==> config.mk <==
export PLATFORM = sky130hd
export DESIGN_NAME = bti_ctrl
export DESIGN_NICKNAME = d
export VERILOG_FILES = /design/src/bilinear_table_interpolator_assert.svh /design/src/bti_pkg.sv /design/src/bti_ctrl.sv
export SDC_FILE = /design/constraint.sdc
export NUM_CORES = 1
export LEC_CHECK = 0
export ABC_AREA = 1
export BUFFER_PORTS_ARGS = -buffer_cell sky130_fd_sc_hd__buf_2
export CORE_MARGIN = 8
export CORE_UTILIZATION = 49
export DETAILED_ROUTE_END_ITERATION = 10
export PLACE_DENSITY_LB_ADDON = 0.3
export SLEW_MARGIN = 20
export SYNTH_ARGS = -nofsm -noshare
export SYNTH_HDL_FRONTEND = slang
export SYNTH_SLANG_ARGS = --single-unit
==> constraint.sdc <==
create_clock -name clk -period 2.1 [get_ports clk]
set_input_delay 0.42 -clock clk [delete_from_list [all_inputs] [get_ports clk]]
set_output_delay 0.42 -clock clk [all_outputs]
set_load 0.005 [all_outputs]
==> src/bilinear_table_interpolator_assert.svh <==
// Assertion macros for the bilinear table interpolator.
// No dependencies; included by the top level only.
`ifndef BILINEAR_TABLE_INTERPOLATOR_ASSERT_SVH
`define BILINEAR_TABLE_INTERPOLATOR_ASSERT_SVH

// Same-cycle implication, disabled during reset
`define BTI_ASSERT_IMP(lbl, clk, rst, ante, cons) \
  lbl: assert property (@(posedge clk) disable iff (rst) (ante) |-> (cons)) \
    else $error("bti assertion failed");

// Next-cycle implication, disabled during reset
`define BTI_ASSERT_NXT(lbl, clk, rst, ante, cons) \
  lbl: assert property (@(posedge clk) disable iff (rst) (ante) |=> (cons)) \
    else $error("bti assertion failed");

`endif

==> src/bti_pkg.sv <==
// Shared types and constants of the bilinear table interpolator.
// No dependencies; imported by the controller, the datapath and the top level.
`default_nettype none
package bti_pkg;
  localparam int TABLE_DEPTH = 1024;
  localparam int AW = $clog2(TABLE_DEPTH);      // table address width
  localparam int CW = AW + 1;                   // entry count width
  localparam int RL_W = 11;                     // row length register width
  localparam int SW = ((CW > RL_W) ? CW : RL_W) + 2; // index sum width
  localparam int DW = 32;                       // Q16.16 word
  localparam int DCW = $clog2(DW + 1);          // divider step counter

  localparam logic [DW-1:0] Y_ONE = 32'h0001_0000;
  localparam logic [DW-1:0] HIGH_Y_RESET = 32'd21845;
  localparam logic [RL_W-1:0] ROW_LEN_RESET = 11'd1;

  // status codes
  localparam logic [1:0] ST_OK = 2'd0;
  localparam logic [1:0] ST_X_RANGE = 2'd1;
  localparam logic [1:0] ST_Y_BRACKET = 2'd2;
  localparam logic [1:0] ST_FULL = 2'd3;

  // register indexes
  localparam logic REG_ROW_LENGTH = 1'b0;
  localparam logic REG_HIGH_Y = 1'b1;

  // request kinds
  localparam logic REQ_LOAD = 1'b0;

  typedef enum logic [4:0] {
    OP_NONE, OP_ACCEPT, OP_RD_LAST, OP_SET_HIGH, OP_RD_X, OP_X_HIT, OP_X_NEXT,
    OP_ERR_X, OP_RD_Y, OP_Y_HIT, OP_Y_NEXT, OP_ERR_Y, OP_RD_Z0, OP_RD_Z1,
    OP_DIVX_START, OP_DIV_STEP, OP_DIVY_START, OP_LERP0, OP_MUL, OP_LERP1,
    OP_LERP2, OP_SET_RES, OP_EMIT
  } dp_op_t;

  typedef struct packed {
    dp_op_t op;
  } dp_cmd_t;

  typedef struct packed {
    logic full;
    logic empty;
    logic y_high;
    logic x_end;
    logic x_hit;
    logic y_end;
    logic y_hit;
    logic div_done;
    logic out_free;
  } dp_status_t;

  typedef enum logic [4:0] {
    S_IDLE, S_LAST_RD, S_LAST_CHK, S_X_RD, S_X_CHK, S_Y_RD, S_Y_CHK, S_Z_RD0,
    S_Z_RD1, S_Z_CAP, S_DIV_X, S_DIV_Y, S_MUL0, S_LD1, S_MUL1, S_LD2, S_MUL2,
    S_FIN, S_EMIT
  } ctrl_state_t;
endpackage
`default_nettype wire

==> src/bti_ctrl.sv <==
// Controller state machine: sequences load, bracket search, divide and lerp steps.
// Depends on bti_pkg.
`default_nettype none
module bti_ctrl (
  input  wire logic                clk,
  input  wire logic                rst,
  input  wire logic                in_valid,
  input  wire logic                in_type,
  output logic                     in_ready,
  input  wire bti_pkg::dp_status_t st,
  output bti_pkg::dp_cmd_t         cmd
);
  import bti_pkg::*;

  ctrl_state_t state, state_next;

  always_ff @(posedge clk) begin
    if (rst) begin
      state <= S_IDLE;
    end else begin
      state <= state_next;
    end
  end

  // next state
  always_comb begin
    state_next = state;
    case (state)
      S_IDLE: if (in_valid) begin
        state_next = (in_type == REQ_LOAD || st.empty) ? S_EMIT : S_LAST_RD;
      end
      S_LAST_RD:  state_next = S_LAST_CHK;
      S_LAST_CHK: state_next = st.y_high ? S_EMIT : S_X_RD;
      S_X_RD:     state_next = st.x_end ? S_EMIT : S_X_CHK;
      S_X_CHK:    state_next = st.x_hit ? S_Y_RD : S_X_RD;
      S_Y_RD:     state_next = st.y_end ? S_EMIT : S_Y_CHK;
      S_Y_CHK:    state_next = st.y_hit ? S_Z_RD0 : S_Y_RD;
      S_Z_RD0:    state_next = S_Z_RD1;
      S_Z_RD1:    state_next = S_Z_CAP;
      S_Z_CAP:    state_next = S_DIV_X;
      S_DIV_X:    if (st.div_done) state_next = S_DIV_Y;
      S_DIV_Y:    if (st.div_done) state_next = S_MUL0;
      S_MUL0:     state_next = S_LD1;
      S_LD1:      state_next = S_MUL1;
      S_MUL1:     state_next = S_LD2;
      S_LD2:      state_next = S_MUL2;
      S_MUL2:     state_next = S_FIN;
      S_FIN:      state_next = S_EMIT;
      S_EMIT:     if (st.out_free) state_next = S_IDLE;
      default:    state_next = S_IDLE;
    endcase
  end

  // commands
  always_comb begin
    cmd.op   = OP_NONE;
    in_ready = (state == S_IDLE);
    case (state)
      S_IDLE:     if (in_valid) cmd.op = OP_ACCEPT;
      S_LAST_RD:  cmd.op = OP_RD_LAST;
      S_LAST_CHK: if (st.y_high) cmd.op = OP_SET_HIGH;
      S_X_RD:     cmd.op = st.x_end ? OP_ERR_X : OP_RD_X;
      S_X_CHK:    cmd.op = st.x_hit ? OP_X_HIT : OP_X_NEXT;
      S_Y_RD:     cmd.op = st.y_end ? OP_ERR_Y : OP_RD_Y;
      S_Y_CHK:    cmd.op = st.y_hit ? OP_Y_HIT : OP_Y_NEXT;
      S_Z_RD0:    cmd.op = OP_RD_Z0;
      S_Z_RD1:    cmd.op = OP_RD_Z1;
      S_Z_CAP:    cmd.op = OP_DIVX_START;
      S_DIV_X:    cmd.op = st.div_done ? OP_DIVY_START : OP_DIV_STEP;
      S_DIV_Y:    cmd.op = st.div_done ? OP_LERP0 : OP_DIV_STEP;
      S_MUL0, S_MUL1, S_MUL2: cmd.op = OP_MUL;
      S_LD1:      cmd.op = OP_LERP1;
      S_LD2:      cmd.op = OP_LERP2;
      S_FIN:      cmd.op = OP_SET_RES;
      S_EMIT:     if (st.out_free) cmd.op = OP_EMIT;
      default:    cmd.op = OP_NONE;
    endcase
  end
endmodule
`default_nettype wire

==> results.ini <==
[run_status]
outcome = finished, final reports clean

[critical_path]
r2r-start = state[1]
startpoint = state[3]
endpoint_kind = output pin
crit_arrival_ns = 1.60
critPathMaxFanout = 7
critPathLaunchType = register
crit_path_max_incr_delay_ns = 0.46
cp_cell_sequence = nand2_1 -> nor2_4 -> inv_1 -> nor2_1 -> a31oi_2 -> nand4_1 -> buf_2
crit_type = reg2out
critPathSlowestCell = dfxtp_1
cp.required_ns = 1.68

[power_and_ir_drop]
power_density_nw_per_um2 = 1080
ir_drop_uv = 691.4
power_leakage_uw = 0.0004335

[logic_synthesis]
synth_cell_types = 24
ys_top_cells_by_area = nand2_1 17%, dfxtp_1 14%, inv_1 9.1%
syn_avg_cell_area_sq_um = 5.484
synth_top_area_cell = nand2_1
synth_fp_nets = 141
ys_ff_latch = 5
yosys_warnings = 0
seq_area_frac_synth = 0.1426
yosysTopAreaCellShare = 0.1711
syn_inst = 128
synth_area_sq_um = 701.9

[sta]
slew_viol_final = 0
fin_setup_tns_ns = 0
fin_skew_ns = 0.006396
slew_headroom = 0.7620
worstMarginPinSlew_ns = 0.3565
fmax_mhz = 495.3
layout_min_cycle_time_ns = 2.019
setup_violations = 0
fin_crit_sh = 0.9615
hold_violations = 0

[global_route]
gr-total-overflow = 0
grt_max_degree = 10
grt_pass1_vias = 756
grt_usage = 0.1370
grt_pass1_wl_um = 3077
antenna_found_initial = 0

[routing]
drt_wl_total_um = 2086
wl_per_cell_um = 12.80
vias = 914
viasPerCell = 5.607
first_pass_iters = 4
drc = 0
ant_nets = 0
drt_iter0_markers = 51

[placement]
place.gp.congestion = 0.9530
io_buffers = 17
dp_hpwl_um = 1656
placed_area_sq_um = 800.8
place_inst = 159

[cells_and_area]
syn2layout_area_growth_pct = 19.61
regMostFlops = state
fin_nets = 162
largest_reg_flops = 5
final_area_sq_um = 839.6
drive_above_1_share = 0.2973
fin_cells = 163
reg_top3 = state (5)
num_antenna_cells = 0

[die]
die_area_sq_um = 2900
fp.dieH_um = 53.85
core_area_sq_um = 1318
initial_core_util = 0.5328
die_w_um = 53.85
rows = 13
pin_count = 19

[job]
maxCapViolCount = 0

[cts]
cts_tree = yes
clock_path_buffers = 2
cts_root_buf = clkbuf_4
numCtsBuffers = 3
clkLatencyLatePin_ns = 0.24
h-tree-depth = 1
cts_sinks = 5
clk_pin_slew_ns = 0.05
holdBufCountCts = 0

[worst_hold_path]
hold_class = in2reg
worstHoldStart = rst

## logic make-up after synthesis
kind of cell | count (synthesis) | synth area share
DFF | 5 | 0.1426
AOI/OAI and AO/OA | 20 | 0.1622
buffers and inverters | 21 | 0.1141
and+or+nand+nor | 82 | 0.5811
## cell type report
cell class | instances | area, sq um
Multi-Input combinational cell | 102 | 528.0
Fill cell | 132 | 478.0
Sequential cell | 5 | 106.4
Timing Repair Buffer | 17 | 85.08
Inverter | 20 | 75.07
Clock buffer | 4 | 26.28
Tap cell | 15 | 18.77
## cell usage after synthesis
cell type  number
nand2_1        32
inv_1          17
nor2_1         14
nand3_1        12
nor2_2          9
a21oi_1         6
o21ai_0         6
dfxtp_1         5
nor3_1          4
inv_2           3
nand4_1         3
a31oi_1         2
nand2_2         2
nor2_4          2
o21ai_1         2
buf_2           1
nand2_4         1
nand3_2         1
nand3_4         1
o211ai_1        1
o21ai_2         1
o21bai_1        1
o31ai_1         1
or2_0           1
## per-layer routing
metal	vias up	share of wire	global-route usage	routed length (um)
li1	457	-	-	-
met1	383	0.40	0.1770	842
met2	68	0.46	0.2278	951
met3	6	0.13	0.01928	264
met4	0	0.013	0.04202	27
met5	-	0	0	0
## path summary, 6_finish.rpt
kind / depth (start not counted) / slack [ns] / end
max reg2reg: 9 / 0.70 / state[1]
min: 2 / 0.39 / state[0]
max: 7 / 0.08 / cmd[2]
min reg2reg: 2 / 0.58 / state[1]
## power breakdown
part / total (uW) / switching [uW] / internal, uW / leakage [uW]
clock: 112 / 40.0 / 71.9 / 0.0000150
combinational: 603 / 381 / 222 / 0.000376
sequential: 192 / 60.0 / 132 / 0.0000422
## placed cells by master, fill, tap and decap left out, drive strengths merged
| cell type | instances |
|---|---|
| nand2 | 35 |
| a21oi | 6 |
| buf | 17 |
| nor3 | 4 |
| clkbuf | 4 |
| nor2 | 25 |
| inv | 20 |
| o21bai | 1 |
| o21ai | 9 |
| nand3 | 14 |
| dfxtp | 5 |
| or2 | 1 |
| o31ai | 1 |
| a31oi | 2 |
| o211ai | 1 |
| nand4 | 3 |
## through the flow
| step | hold WS (ns) | total power (uW) | util | worst slack, ns |
|---|---|---|---|---|
| 3_5_place_dp | 0.6324 | 770.0 | 0.6078 | 0.2646 |
| 3_3_place_gp | 0.6209 | 765.0 | 0.6078 | 0.2989 |
| 6_report | 0.3909 | 906.6 | 0.6372 | 0.08083 |
| 2_1_floorplan | 0.4891 | 594.8 | - | 0.5584 |
| 4_1_cts | 0.3883 | 884.8 | 0.6277 | 0.004342 |
| 5_1_grt | 0.3828 | 987.0 | 0.6372 | -0.02984 |
## worst max-delay path: cells and delay by family (launching register included)
family,cells,cell delay (ns)
and+or+nand+nor,4,0.59
AOI/OAI and AO/OA,1,0.09
DFF,1,0.46
buffers and inverters,2,0.21
## timing repair
| action | in CTS | in global routing |
|---|---|---|
| endpoints found under the hold margin | 0 | 0 |
| setup buffers | 0 | 0 |
| resized for setup | 0 | 5 |
| endpoints found under the setup margin | 0 | 4 |
Note: power is estimated with default switching activity, not from simulation.
